## config.mk

```make
export PLATFORM = sky130hd
export DESIGN_NAME = first_fit_byte_allocator
export DESIGN_NICKNAME = d
export VERILOG_FILES = /design/src/design/ffba_pkg.sv /design/src/design/ffba_ram.sv /design/src/design/first_fit_byte_allocator.sv
export SDC_FILE = /design/constraint.sdc
export NUM_CORES = 2
export LEC_CHECK = 0
export BUFFER_PORTS_ARGS = -buffer_cell sky130_fd_sc_hd__buf_4
export CORE_AREA = 3 3 649 651
export DETAILED_ROUTE_END_ITERATION = 6
export DIE_AREA = 0 0 652 654
export GPL_TIMING_DRIVEN = 0
export SYNTH_ARGS = -nofsm -noshare
export SYNTH_HDL_FRONTEND = slang
export SYNTH_SLANG_ARGS = --single-unit
```

## constraint.sdc

```tcl
create_clock -name clk -period 27.2 [get_ports clk]
set_input_delay 2.72 -clock clk [delete_from_list [all_inputs] [get_ports clk]]
set_output_delay 2.72 -clock clk [all_outputs]
set_load 0.01 [all_outputs]
```

## src/design/ffba_pkg.sv

```systemverilog
// Shared types and constants for the first-fit byte allocator.
// Holds the sequencer states, request and status codes and the result record.
// No dependencies.
`timescale 1ns / 1ps

package ffba_pkg;

  localparam logic [2:0] REQ_ALLOC   = 3'd0;
  localparam logic [2:0] REQ_FREE    = 3'd1;
  localparam logic [2:0] REQ_REALLOC = 3'd2;
  localparam logic [2:0] REQ_LOOKUP  = 3'd3;
  localparam logic [2:0] REQ_COMPACT = 3'd4;

  localparam logic [1:0] STAT_OK           = 2'd0;
  localparam logic [1:0] STAT_NO_MEMORY    = 2'd1;
  localparam logic [1:0] STAT_INVALID_FREE = 2'd2;
  localparam logic [1:0] STAT_NO_HANDLE    = 2'd3;

  localparam int MAX_RESULTS = 32;

  typedef enum logic [4:0] {
    S_CLR,
    S_IDLE,
    S_DISP,
    S_BO_CHK,
    S_BO_LEN,
    S_CLRB,
    S_FF_START,
    S_FF,
    S_PLACE,
    S_NEWH,
    S_SW_START,
    S_SW,
    S_LK,
    S_EMIT,
    S_CP_RD,
    S_CP_EV,
    S_CP_NEW,
    S_CP_WR0,
    S_CP_WR1,
    S_CP_NEXT,
    S_CP_OCC
  } state_t;

  typedef struct packed {
    logic [1:0] status;
    logic [4:0] handle;
    logic [7:0] addr;
    logic       anull;
    logic       is_move;
    logic [7:0] src;
    logic [7:0] dst;
    logic [7:0] len;
    logic       last;
  } res_t;

  function automatic res_t res_plain(input logic [1:0] st);
    res_t r;
    r = '0;
    r.status = st;
    r.last = 1'b1;
    return r;
  endfunction

endpackage

```

## src/design/ffba_ram.sv

```systemverilog
// Generic simple dual-port RAM with one write port and a registered read port.
// A read at the address being written returns the old contents.
// No dependencies.
`timescale 1ns / 1ps

module ffba_ram #(
  parameter int WIDTH = 8,
  parameter int DEPTH = 256
) (
  input  logic                     clk,
  input  logic                     we,
  input  logic [$clog2(DEPTH)-1:0] waddr,
  input  logic [WIDTH-1:0]         wdata,
  input  logic [$clog2(DEPTH)-1:0] raddr,
  output logic [WIDTH-1:0]         rdata
);

  logic [WIDTH-1:0] mem [DEPTH];

  always_ff @(posedge clk) begin
    if (we) begin
      mem[waddr] <= wdata;
    end
    rdata <= mem[raddr];
  end

endmodule

```

## src/design/first_fit_byte_allocator.sv

```systemverilog
// Top level of the first-fit byte allocator with compaction.
// Depends on ffba_pkg and ffba_ram (occupancy, block start, length and handle memories).
//
//   channel  signals                                         direction
//   request  in_valid in_ready req_type handle_in size_in    in
//            null_after_free
//   result   out_valid out_ready status handle_out           out
//            address_out address_null is_move move_src
//            move_dst move_len last
//
// Alloc scans the occupancy memory one cell per cycle, then writes header plus
// payload cells one per cycle. Free and realloc of a live handle add a clear pass
// over the old block; a realloc that places its new block, and a free that nulls
// handles, add a sweep of one handle per cycle over made handles.
// Compact walks the arena for block starts, moves each live block down with a handle sweep, then rewrites occupancy.
// After reset a clearing pass over the occupancy and start memories runs before the first request.
// A waiting result does not block request acceptance; the sequencer stalls only when its next result is ready.
`timescale 1ns / 1ps

module first_fit_byte_allocator #(
  parameter int ARENA_BYTES  = 256,
  parameter int HANDLE_SLOTS = 32,
  parameter int HEADER_BYTES = 4
) (
  input  logic       clk,
  input  logic       rst,
  input  logic       in_valid,
  output logic       in_ready,
  input  logic [2:0] req_type,
  input  logic [4:0] handle_in,
  input  logic [7:0] size_in,
  input  logic       null_after_free,
  output logic       out_valid,
  input  logic       out_ready,
  output logic [1:0] status,
  output logic [4:0] handle_out,
  output logic [7:0] address_out,
  output logic       address_null,
  output logic       is_move,
  output logic [7:0] move_src,
  output logic [7:0] move_dst,
  output logic [7:0] move_len,
  output logic       last
);

  import ffba_pkg::*;

  localparam int AW = $clog2(ARENA_BYTES);
  localparam int HW = $clog2(HANDLE_SLOTS);
  localparam int MW = $clog2(HANDLE_SLOTS + 1);
  localparam int NW = $clog2(256 + HEADER_BYTES);
  localparam int XW = ((AW > NW) ? AW : NW) + 1;
  localparam logic [AW-1:0] LAST_A  = AW'(ARENA_BYTES - 1);
  localparam logic [AW-1:0] HDR_A   = AW'(HEADER_BYTES);
  localparam logic [NW-1:0] HDR_N   = NW'(HEADER_BYTES);
  localparam logic [XW-1:0] HDR_X   = XW'(HEADER_BYTES);
  localparam logic [XW-1:0] ARENA_X = XW'(ARENA_BYTES);
  localparam logic [6:0]    HS_7    = 7'(HANDLE_SLOTS);
  localparam logic [5:0]    MAXR    = 6'(MAX_RESULTS);

  state_t state, state_next;
  logic [2:0] op, op_next;
  logic [4:0] hreq, hreq_next;
  logic [7:0] nreq, nreq_next;
  logic nl, nl_next;
  logic [AW-1:0] cnt, cnt_next;
  logic [NW-1:0] pc, pc_next;
  logic [NW-1:0] run, run_next;
  logic [AW-1:0] pb, pb_next;
  logic [7:0] pl, pl_next;
  logic [AW-1:0] s_reg, s_reg_next;
  logic [AW-1:0] a_reg, a_reg_next;
  logic [7:0] oldn, oldn_next;
  logic [XW-1:0] j, j_next;
  logic [5:0] k, k_next;
  logic pend, pend_next;
  logic restore, restore_next;
  logic relo, relo_next;
  logic kill, kill_next;
  logic emit_cp, emit_cp_next;
  logic [AW-1:0] from_a, from_a_next;
  logic [AW-1:0] to_a, to_a_next;
  logic [HW-1:0] hs, hs_next;
  logic [4:0] hnew, hnew_next;
  res_t res, res_next;
  res_t out_q, out_q_next;
  logic out_valid_next;
  logic [MW-1:0] made, made_next;
  logic [HANDLE_SLOTS-1:0] live, live_next;

  logic [AW-1:0] cell_raddr, cell_waddr;
  logic occ_we, occ_wd, st_we, st_wd, len_we;
  logic [7:0] len_wd;
  logic [HW-1:0] h_raddr, h_waddr;
  logic h_we;
  logic [AW-1:0] h_wd;
  logic occ_q, st_q;
  logic [7:0] len_q;
  logic [AW-1:0] ha_q;

  ffba_ram #(.WIDTH(1), .DEPTH(ARENA_BYTES)) u_occ (
    .clk(clk), .we(occ_we), .waddr(cell_waddr), .wdata(occ_wd),
    .raddr(cell_raddr), .rdata(occ_q)
  );
  ffba_ram #(.WIDTH(1), .DEPTH(ARENA_BYTES)) u_start (
    .clk(clk), .we(st_we), .waddr(cell_waddr), .wdata(st_wd),
    .raddr(cell_raddr), .rdata(st_q)
  );
  ffba_ram #(.WIDTH(8), .DEPTH(ARENA_BYTES)) u_len (
    .clk(clk), .we(len_we), .waddr(cell_waddr), .wdata(len_wd),
    .raddr(cell_raddr), .rdata(len_q)
  );
  ffba_ram #(.WIDTH(AW), .DEPTH(HANDLE_SLOTS)) u_haddr (
    .clk(clk), .we(h_we), .waddr(h_waddr), .wdata(h_wd),
    .raddr(h_raddr), .rdata(ha_q)
  );

  always_ff @(posedge clk) begin
    if (rst) begin
      state     <= S_CLR;
      cnt       <= '0;
      out_valid <= 1'b0;
      made      <= '0;
      live      <= '0;
    end else begin
      state     <= state_next;
      cnt       <= cnt_next;
      out_valid <= out_valid_next;
      made      <= made_next;
      live      <= live_next;
    end
    op      <= op_next;
    hreq    <= hreq_next;
    nreq    <= nreq_next;
    nl      <= nl_next;
    pc      <= pc_next;
    run     <= run_next;
    pb      <= pb_next;
    pl      <= pl_next;
    s_reg   <= s_reg_next;
    a_reg   <= a_reg_next;
    oldn    <= oldn_next;
    j       <= j_next;
    k       <= k_next;
    pend    <= pend_next;
    restore <= restore_next;
    relo    <= relo_next;
    kill    <= kill_next;
    emit_cp <= emit_cp_next;
    from_a  <= from_a_next;
    to_a    <= to_a_next;
    hs      <= hs_next;
    hnew    <= hnew_next;
    res     <= res_next;
    out_q   <= out_q_next;
  end

  always_comb begin
    logic [6:0] hx;
    logic [HW-1:0] hidx;
    logic hvalid, hlive, full, hit, match;
    logic [NW-1:0] need, run_inc;
    logic [XW-1:0] sf;
    logic [AW-1:0] bnew;
    logic [7:0] cp;

    state_next = state;
    op_next = op;
    hreq_next = hreq;
    nreq_next = nreq;
    nl_next = nl;
    cnt_next = cnt;
    pc_next = pc;
    run_next = run;
    pb_next = pb;
    pl_next = pl;
    s_reg_next = s_reg;
    a_reg_next = a_reg;
    oldn_next = oldn;
    j_next = j;
    k_next = k;
    pend_next = pend;
    restore_next = restore;
    relo_next = relo;
    kill_next = kill;
    emit_cp_next = emit_cp;
    from_a_next = from_a;
    to_a_next = to_a;
    hs_next = hs;
    hnew_next = hnew;
    res_next = res;
    out_q_next = out_q;
    out_valid_next = out_valid && !out_ready;
    made_next = made;
    live_next = live;

    in_ready = 1'b0;
    cell_raddr = cnt;
    cell_waddr = cnt;
    occ_we = 1'b0;
    occ_wd = 1'b0;
    st_we = 1'b0;
    st_wd = 1'b0;
    len_we = 1'b0;
    len_wd = oldn;
    h_raddr = hs;
    h_waddr = hs;
    h_we = 1'b0;
    h_wd = to_a;

    hx = {2'b00, hreq};
    hidx = HW'(hx);
    hvalid = (hx < 7'(made)) && (hx < HS_7);
    hlive = hvalid && live[hidx];
    full = 7'(made) >= HS_7;
    need = NW'(nreq) + HDR_N;
    run_inc = run + NW'(1);
    hit = !occ_q && (run_inc == need);
    sf = XW'(cnt) + XW'(1) - XW'(need);
    bnew = pb + HDR_A;
    cp = (oldn < nreq) ? oldn : nreq;
    match = live[hs] && (ha_q == from_a);

    unique case (state)
      S_CLR: begin
        occ_we = 1'b1;
        st_we = 1'b1;
        cnt_next = cnt + AW'(1);
        if (cnt == LAST_A) begin
          state_next = S_IDLE;
        end
      end
      S_IDLE: begin
        in_ready = 1'b1;
        if (in_valid) begin
          op_next = req_type;
          hreq_next = handle_in;
          nreq_next = size_in;
          nl_next = null_after_free;
          state_next = S_DISP;
        end
      end
      S_DISP: begin
        emit_cp_next = 1'b0;
        relo_next = 1'b0;
        restore_next = 1'b0;
        h_raddr = hidx;
        unique case (op) inside
          REQ_ALLOC, REQ_REALLOC: begin
            if (op == REQ_ALLOC || (hvalid && !hlive)) begin
              if (full) begin
                res_next = res_plain(STAT_NO_HANDLE);
                state_next = S_EMIT;
              end else begin
                state_next = S_FF_START;
              end
            end else if (!hlive) begin
              res_next = res_plain(STAT_INVALID_FREE);
              state_next = S_EMIT;
            end else begin
              state_next = S_BO_CHK;
            end
          end
          REQ_FREE: begin
            if (!hlive) begin
              res_next = res_plain(STAT_INVALID_FREE);
              state_next = S_EMIT;
            end else begin
              state_next = S_BO_CHK;
            end
          end
          REQ_LOOKUP: begin
            if (!hvalid) begin
              res_next = res_plain(STAT_NO_HANDLE);
              res_next.anull = 1'b1;
              state_next = S_EMIT;
            end else if (!hlive) begin
              res_next = res_plain(STAT_OK);
              res_next.handle = hreq;
              res_next.anull = 1'b1;
              state_next = S_EMIT;
            end else begin
              state_next = S_LK;
            end
          end
          REQ_COMPACT: begin
            cnt_next = '0;
            j_next = '0;
            k_next = '0;
            pend_next = 1'b0;
            state_next = S_CP_RD;
          end
          default: begin
            res_next = res_plain(STAT_OK);
            state_next = S_EMIT;
          end
        endcase
      end
      S_BO_CHK: begin
        a_reg_next = ha_q;
        s_reg_next = ha_q - HDR_A;
        cell_raddr = ha_q - HDR_A;
        if (XW'(ha_q) < HDR_X) begin
          res_next = res_plain(STAT_INVALID_FREE);
          state_next = S_EMIT;
        end else begin
          state_next = S_BO_LEN;
        end
      end
      S_BO_LEN: begin
        oldn_next = len_q;
        pc_next = '0;
        if (!st_q) begin
          res_next = res_plain(STAT_INVALID_FREE);
          state_next = S_EMIT;
        end else if (op == REQ_REALLOC) begin
          relo_next = 1'b1;
          if (full) begin
            res_next = res_plain(STAT_NO_HANDLE);
            state_next = S_EMIT;
          end else begin
            state_next = S_CLRB;
          end
        end else begin
          state_next = S_CLRB;
        end
      end
      S_CLRB: begin
        cell_waddr = s_reg + AW'(pc);
        occ_we = 1'b1;
        st_we = 1'b1;
        pc_next = pc + NW'(1);
        if (pc == NW'(oldn) + HDR_N - NW'(1)) begin
          if (relo) begin
            state_next = S_FF_START;
          end else if (nl) begin
            from_a_next = a_reg;
            kill_next = 1'b1;
            state_next = S_SW_START;
          end else begin
            res_next = res_plain(STAT_OK);
            res_next.addr = 8'(a_reg);
            state_next = S_EMIT;
          end
        end
      end
      S_FF_START: begin
        cell_raddr = '0;
        cnt_next = '0;
        run_next = '0;
        state_next = S_FF;
      end
      S_FF: begin
        cell_raddr = cnt + AW'(1);
        cnt_next = cnt + AW'(1);
        run_next = occ_q ? '0 : run_inc;
        pc_next = '0;
        if (hit && (sf + HDR_X < ARENA_X)) begin
          pb_next = AW'(sf);
          pl_next = nreq;
          restore_next = 1'b0;
          state_next = S_PLACE;
        end else if (hit || cnt == LAST_A) begin
          if (relo) begin
            pb_next = s_reg;
            pl_next = oldn;
            restore_next = 1'b1;
            state_next = S_PLACE;
          end else begin
            res_next = res_plain(STAT_NO_MEMORY);
            state_next = S_EMIT;
          end
        end
      end
      S_PLACE: begin
        cell_waddr = pb + AW'(pc);
        occ_we = 1'b1;
        occ_wd = 1'b1;
        st_wd = 1'b1;
        len_wd = pl;
        if (pc == '0) begin
          st_we = 1'b1;
          len_we = 1'b1;
        end
        pc_next = pc + NW'(1);
        if (pc == NW'(pl) + HDR_N - NW'(1)) begin
          if (restore) begin
            res_next = res_plain(STAT_NO_MEMORY);
            state_next = S_EMIT;
          end else begin
            state_next = S_NEWH;
          end
        end
      end
      S_NEWH: begin
        h_we = 1'b1;
        h_waddr = HW'(made);
        h_wd = bnew;
        live_next[HW'(made)] = 1'b1;
        made_next = made + MW'(1);
        hnew_next = 5'(made);
        if (relo) begin
          from_a_next = a_reg;
          to_a_next = bnew;
          kill_next = 1'b0;
          state_next = S_SW_START;
        end else begin
          res_next = res_plain(STAT_OK);
          res_next.handle = 5'(made);
          res_next.addr = 8'(bnew);
          state_next = S_EMIT;
        end
      end
      S_SW_START: begin
        h_raddr = '0;
        hs_next = '0;
        state_next = S_SW;
      end
      S_SW: begin
        if (match) begin
          if (kill) begin
            live_next[hs] = 1'b0;
          end else begin
            h_we = 1'b1;
          end
        end
        h_raddr = hs + HW'(1);
        hs_next = hs + HW'(1);
        if (MW'(hs) + MW'(1) == made) begin
          if (op == REQ_COMPACT) begin
            state_next = S_CP_NEXT;
          end else if (relo) begin
            res_next = res_plain(STAT_OK);
            res_next.handle = hnew;
            res_next.addr = 8'(to_a);
            if (to_a != from_a && cp != 8'd0) begin
              res_next.is_move = 1'b1;
              res_next.src = 8'(from_a);
              res_next.dst = 8'(to_a);
              res_next.len = cp;
            end
            state_next = S_EMIT;
          end else begin
            res_next = res_plain(STAT_OK);
            res_next.addr = 8'(from_a);
            state_next = S_EMIT;
          end
        end
      end
      S_LK: begin
        res_next = res_plain(STAT_OK);
        res_next.handle = hreq;
        res_next.addr = 8'(ha_q);
        state_next = S_EMIT;
      end
      S_EMIT: begin
        if (!out_valid || out_ready) begin
          out_q_next = res;
          out_valid_next = 1'b1;
          state_next = emit_cp ? S_CP_NEW : S_IDLE;
        end
      end
      S_CP_RD: begin
        cell_raddr = cnt;
        state_next = S_CP_EV;
      end
      S_CP_EV: begin
        if (st_q) begin
          s_reg_next = cnt;
          oldn_next = len_q;
          if (k < MAXR) begin
            if (pend) begin
              emit_cp_next = 1'b1;
              state_next = S_EMIT;
            end else begin
              state_next = S_CP_NEW;
            end
          end else begin
            state_next = S_CP_WR0;
          end
        end else if (cnt == LAST_A) begin
          cnt_next = '0;
          state_next = S_CP_OCC;
        end else begin
          cell_raddr = cnt + AW'(1);
          cnt_next = cnt + AW'(1);
        end
      end
      S_CP_NEW: begin
        emit_cp_next = 1'b0;
        res_next = res_plain(STAT_OK);
        res_next.addr = 8'(j + HDR_X);
        res_next.is_move = 1'b1;
        res_next.src = 8'(s_reg + HDR_A);
        res_next.dst = 8'(j + HDR_X);
        res_next.len = oldn;
        res_next.last = 1'b0;
        pend_next = 1'b1;
        k_next = k + 6'd1;
        state_next = S_CP_WR0;
      end
      S_CP_WR0: begin
        cell_waddr = s_reg;
        st_we = 1'b1;
        state_next = S_CP_WR1;
      end
      S_CP_WR1: begin
        cell_waddr = AW'(j);
        st_we = 1'b1;
        st_wd = 1'b1;
        len_we = 1'b1;
        from_a_next = s_reg + HDR_A;
        to_a_next = AW'(j) + HDR_A;
        kill_next = 1'b0;
        state_next = S_SW_START;
      end
      S_CP_NEXT: begin
        j_next = j + HDR_X + XW'(oldn);
        if (s_reg == LAST_A) begin
          cnt_next = '0;
          state_next = S_CP_OCC;
        end else begin
          cnt_next = s_reg + AW'(1);
          state_next = S_CP_RD;
        end
      end
      S_CP_OCC: begin
        cell_waddr = cnt;
        occ_we = 1'b1;
        occ_wd = XW'(cnt) < j;
        cnt_next = cnt + AW'(1);
        if (cnt == LAST_A) begin
          emit_cp_next = 1'b0;
          if (pend) begin
            res_next.last = 1'b1;
          end else begin
            res_next = res_plain(STAT_OK);
          end
          state_next = S_EMIT;
        end
      end
      default: begin
        state_next = S_IDLE;
      end
    endcase
  end

  assign status       = out_q.status;
  assign handle_out   = out_q.handle;
  assign address_out  = out_q.addr;
  assign address_null = out_q.anull;
  assign is_move      = out_q.is_move;
  assign move_src     = out_q.src;
  assign move_dst     = out_q.dst;
  assign move_len     = out_q.len;
  assign last         = out_q.last;

`ifndef SYNTH
  a_made_bound: assert property (@(posedge clk) disable iff (rst)
    7'(made) <= HS_7)
    else $error("handle count beyond the table");

  a_k_bound: assert property (@(posedge clk) disable iff (rst)
    k <= MAXR)
    else $error("compact result count beyond the limit");

  a_accept_disp: assert property (@(posedge clk) disable iff (rst)
    (in_valid && in_ready) |=> (state == S_DISP))
    else $error("accepted request not dispatched");

  a_emit_hold: assert property (@(posedge clk) disable iff (rst)
    (state == S_EMIT && out_valid && !out_ready) |=> (state == S_EMIT))
    else $error("result loaded over a waiting result");

  a_place_range: assert property (@(posedge clk) disable iff (rst)
    (state == S_PLACE) |-> (XW'(pb) + XW'(pc) < ARENA_X))
    else $error("placement beyond the arena");
`endif

endmodule
```

[Word level (Yosys, flattened, before mapping)]
Memories as Yosys holds them, arrays and structs flattened. A register that Yosys moved wholly into a read port is not among the register bits.
Cells that the tools add are included.
Word-level totals
  bits in registers: 258
  RAM bits: 2816
  bits of input ports: 21
  output and inout bits: 44
  memories: 4
Operators by class
  add/subtract/negate cells: 24
  order comparisons: 12
  equality and inequality tests: 66
  multiplexer cells: 146
  bitwise operators: 3
  reduce and logical (&&, ||, !) cells: 62
Memory list
  u_len.mem: depth 256, bits a word 8, rd ports 1, clocked after memory_dff 1, wr ports 1, line ffba_ram.sv:18  | logic [WIDTH-1:0] mem [DEPTH];
  u_haddr.mem: depth 32, bits a word 8, rd ports 1, clocked after memory_dff 1, wr ports 1, line ffba_ram.sv:18
  u_occ.mem: depth 256, bits a word 1, rd ports 1, clocked after memory_dff 1, wr ports 1, line ffba_ram.sv:18
  u_start.mem: depth 256, bits a word 1, rd ports 1, clocked after memory_dff 1, wr ports 1, line ffba_ram.sv:18
Operators with widths (number)
  42-bit two-way mux: 20
  42-bit one-hot mux with 11 select lines: 1
  8-bit two-way mux: 22
  42-bit one-hot mux with 4 select lines: 1
  5-bit one-hot mux with 21 select lines: 1
  5-bit two-way mux: 20
  32-bit two-way mux: 2
  32-bit one-hot mux with 2 select lines: 1
  8-bit one-hot mux with 4 select lines: 2
  2-bit inequality test, second input constant: 27
  8-bit one-hot mux with 2 select lines: 3
  41-bit two-way mux: 1
  5-bit by 4-bit == test with 1-bit output, second input constant: 8
  40-bit two-way mux: 1
  8-bit one-hot mux with 5 select lines: 1
  1-bit two-way mux: 36
  9-bit one-hot mux with 2 select lines: 2
  32-bit AND: 1
  32-bit NOT: 1
  32-bit OR: 1
  8-bit by 3-bit adder with 9-bit output, second input constant: 3
  9-bit == test: 3
  2-bit nonzero test: 13
  5-bit == test, second input constant: 5
  71 further kinds: 137

[Logic depth before layout (Yosys ltp)]
  depth in word-level cells: 9
  depth in mapped cells: 22
  gate-level depth less buffers: 17

[By module]
From an unflattened synthesis, not the netlist that was laid out.
Second synthesis, totals
  cells, all modules: 7438
  area, all modules: 128426.9 µm²
By module, submodules not included
  ffba_ram (u_len): instances 1, cells an instance 3733, area each 79556.3 µm², seq. area each 61659.1 µm²
  ffba_ram (u_occ ...): instances 2, cells an instance 788, area each 11128.2 µm², seq. area each 7707.4 µm²
  first_fit_byte_allocator: instances 1, cells an instance 1712, area each 16560.9 µm², seq. area each 7226.9 µm²
  ffba_ram (u_haddr): instances 1, cells an instance 417, area each 10053.4 µm², seq. area each 7847.5 µm²

[Worst setup path after synthesis]
No wires, ideal clock.
  kind: register to register
  start point: reg j[1]
  end point: mem u_occ.mem[0], data pin
  setup time: 2.187 ns
  data arrival time: 11.793 ns
  setup slack: 13.220 ns
  stages on the path, launching flop included: 12
  path buffers: 0
  period minus slack after synthesis: 13.980 ns
  path through: edfxtp_1 > inv_1 > ha_1 > a21o_1 > a21o_1 > a21o_1 > a21o_1 > a21o_1 > a21o_1 > a21oi_1 > nor3_1 > o21ai_0
Between the ends
  cells in the longest elaborated chain, start to end: 2
RTL lines
  start: declaration: line first_fit_byte_allocator.sv:74  | logic [XW-1:0] j, j_next;
  start signal: assignment: line first_fit_byte_allocator.sv:143  | j <= j_next;
  8-bit by 10-bit less-than comparator with 1-bit output: line first_fit_byte_allocator.sv:530  | occ_wd = XW'(cnt) < j;
  1-bit one-hot mux with 2 select lines: line first_fit_byte_allocator.sv:224  | unique case (state)
  net occ_wd: line first_fit_byte_allocator.sv:92  | logic occ_we, occ_wd, st_we, st_wd, len_we;
  end: declaration: line ffba_ram.sv:18
The timed path passes the listed nets, and every way through them passes these cells.

[Final worst setup path]
  start point: reg state[3]
  end point: mem u_len.mem[61][7] (enable)
Between the ends
  cells in the longest elaborated chain, start to end: 4
  elaborated cells between the ends (all ways): 8
RTL lines
  start: declaration: line first_fit_byte_allocator.sv:61  | state_t state, state_next;
  start signal: assignment: line first_fit_byte_allocator.sv:126  | state <= state_next;
  5-bit == test / 5-bit by 4-bit == test with 1-bit output (equally long branches): line first_fit_byte_allocator.sv:224
  1-bit one-hot mux with 2 select lines: line first_fit_byte_allocator.sv:224
  1-bit two-way mux: line ffba_ram.sv:21  | if (we) begin
  1-bit two-way mux (implied by the code): line ffba_ram.sv:22  | mem[waddr] <= wdata;
  end: declaration: line ffba_ram.sv:18
Parallel ways exist; a longest one is shown, timed or not.

==> impl_results.md <==
* Fin crit share at a little over a third
* Syn_nets at roughly 7.8k
* Routed Wire Length at approximately 450,000 um
* Seq/Total Area, Yosys at a little under three quarters
* Worst path max stage delay at 1.29 ns
* Worst vdd ir at roughly 74 uV
* Area delta synth->final at 15.1%
* Worst-path clk slew at approximately 0.060 ns
* Finished Cell Area at about 150,000 sq um
* Max reg flops at ~2.0k
* Hold Path Class: register to register
* Power per cell area at between 90 and 100 nW/um^2
* FF-to-FF setup slack at between 15 and 20 ns
* Routed Antenna Nets at 0
* Max Cap Viol at 6
* Total leakage power at between 40 and 50 nW
* Htree depth at 5
* Top FF cell, synth: edfxtp_1
* Worst Setup Path Type: register to register
* First-pass DRT Iterations at 6
* Met2 wire length at roughly 200,000 um
* Dpl ws at roughly 18 ns
* CTS Sinks at a little over 3k
* Mapped Cells at roughly 7.7k
* Top cell type's share of synthesized area at about 70%
* Largest delay contributor family on the critical path: simple AND/OR/NAND/NOR gates
* Post-Route M1 WL at roughly 170,000 um
* Clock tree buffer depth at 4
* Failing checks: capacitance limit, slew limit
* Die width at 652 um
* Per-cell routed wire length at around 32 um
* Dpl cell area at 138,000 sq um
* EDFF count, synth at approximately 3.0k
* Commonest cells after routing, fill and taps aside: edfxtp_1, nor2_1, mux4_2
* Most common cell after layout, fill and taps aside: edfxtp_1
* Final Setup Violations at 0
* Overall via count from detail_route at between 70k and 80k
* Fmax at approximately 0.10 GHz
* Post-CTS setup repair buffer count at 0
* Metal3 WL at roughly 56,000 um
* Unrepaired setup endpoints after global routing: false
* Placed cell count at 13.3k
* CORE AREA at approximately 420,000 sq um
* Final Util at 35.6%
* Post-Syn Area at 129,000 sq um
* Crit path max fanout at 10
* Routability cong. at ~1.0
* Largest net degree at the start of global routing at approximately 150
* Critical-path top delay cell: nor3_1
* Vias per cell at roughly 5.7
* Slew margin rel. at -6.35%
* Initial antenna violation count at 19
* Worst skew pair latency at 1.00 ns
* Slew of the pin with the lowest slew margin at between 1.5 and 2 ns
* TritonCTS buffer count at around 320
* GRT Total Usage at between 20 and 25%
* CTS Root Cell: clkbuf_16
* GRT overflow at 0
* Layout cell share with drive strength beyond 1 at between 10% and 20%
* Most frequent CP cell: nand2_1
* CP arrival at slightly above 10 ns
* Period minus WS final at roughly 9.6 ns
* Initial Util at roughly 31%
* Top reg by flops: u_len.mem
* Die Span Y at about 650 um
* Final hold violations at 0
* Post-route DRC at 0
* CP Buf/Inv Count at 6
* Crit start category: register
* Rows at 237
* Non-Filler Instances at roughly 14k
* Synth area leader: edfxtp_1
* Top layer in use: met5
* Layout fillers at a little under 40k
* Vias in the first global route at approximately 77k
* Total die area at 426,000 sq um
* Leading post-synthesis cells by cell area: edfxtp_1, mux4_2, nor2_1
* Port bufs at 63
* # nets final at 8,243
* Post-DP HPWL at between 300,000 and 400,000 um
* Ports at between 60 and 70
* Critical-path cell list: buf_4 -> clkbuf_1 -> and3_1 -> clkbuf_1 -> clkbuf_1 -> nand2_1 -> nand2_1 -> ha_1 -> inv_1 -> fa_1 -> nor2_1 -> a211oi_2 -> nor2b_1 -> nand2_1 -> nor2_1 -> nand2_1 -> nor3_1 -> buf_2
* Crit. End Element: register
* Synth Warn # at 0
* Async S/R FF share, synth at 0%
* #FFs+latches synth at slightly above 3k
* Synth Area per Inst at 16.8 sq um
* Post_cts resized at 0
* Final Slew Violations at 27
* First-pass GRT wire length at around 620,000 um
* Post-CTS Hold Buffers at 0
* Initial DRC count at between 10k and 15k
* Max Clock Skew at around 0.14 ns
* Overall power at between 10 and 15 mW
* WP data required at roughly 28 ns
* Library cells used by synthesis at 96
* Setup ws final at ~18 ns
* Status: finished, violations left
* CTS tree: built
==> worst reg2reg max path, stage by stage, from the launching register on <==
cell and delay [ns]:
dfxtp_1 0.46, buf_4 0.24, clkbuf_1 0.44, and3_1 0.31, clkbuf_1 0.58, clkbuf_1 0.53
nand2_1 0.13, nand2_1 0.12, ha_1 0.19, inv_1 0.07, fa_1 0.51, nor2_1 0.06
a211oi_2 0.72, nor2b_1 0.79, nand2_1 0.33, nor2_1 0.98, nand2_1 1.18, nor3_1 1.31
buf_2 0.34
==> metrics by stage <==
step	hold WS, ns	setup TNS, ns
6_report	0.399	0
5_1_grt	0.394	0
4_1_cts	0.391	0
3_5_place_dp	0.392	0
3_3_place_gp	0.392	-64.64
2_1_floorplan	0.386	0
==> cells in the mapped netlist (16+ instances only) <==
master,instances
nor4_1,188
inv_1,69
buf_1,27
buf_4,18
nor2b_1,16
edfxtp_1,3022
a211oi_1,102
xor2_1,54
and2_1,83
a31oi_1,50
o22ai_1,288
nand2_1,545
mux4_1,21
nor2_1,661
nand4_1,38
o21ai_0,112
buf_12,16
dfxtp_1,70
a21o_1,52
nand3_1,101
buf_2,118
ha_1,71
mux2_2,21
clkbuf_1,314
nand2b_1,26
a311oi_1,35
or3_1,34
mux4_2,637
mux2i_1,18
buf_6,43
o32ai_1,16
nor3_1,356
xnor2_1,66
a21oi_1,140
a221o_1,19
and3_1,17
==> power breakdown <==
group          internal (mW)  switching [mW]  leakage (nW)
sequential              5.77          0.0879          27.8
combinational           1.13            2.85          13.2
clock                   2.42            1.90          4.93
total                   9.31            4.83          46.0
==> area by class of cell <==
cell class	instances	area (sq um)	area share (%)
flip-flops and latches	3092	92100	62.1
diodes	4	10.0	0.00675
clock buffers	412	8530	5.75
inverters	73	277	0.186
clock inverters	178	1580	1.07
plain buffers	544	2930	1.98
repair buffers	158	1820	1.22
multi-input cells	3955	34100	23.0
well taps	5497	6880	4.64
==> per-layer routing <==
metal	track usage, %	vias to the layer above
met5	0.351	-
met4	9.60	12
met3	6.61	1047
met2	31.5	5151
met1	26.4	40900
li1	-	31700
==> kinds of logic after synthesis <==
family,Yosys count,synth area share [%]
xor gates and xnor gates,122,0.851
adders and majority gates,75,0.745
DFF,3092,71.5
AOI/OAI and AO/OA,936,4.86
and+or+nand+nor,2124,7.65
muxes,698,11.9
buffers and inverters,617,2.49
==> worst paths after layout <==
check	startpoint	cells after the start	endpoint
max	state[3]$_SDFFE_PP0P_	18	u_len.mem[61][7]$_DFFE_PP_
max reg2reg	state[3]$_SDFFE_PP0P_	18	u_len.mem[61][7]$_DFFE_PP_
min	u_len.rdata[2]$_DFF_P_	0	oldn[2]$_DFFE_PP_
min reg2reg	u_len.rdata[2]$_DFF_P_	0	oldn[2]$_DFFE_PP_
(Power assumes the default switching activity.)
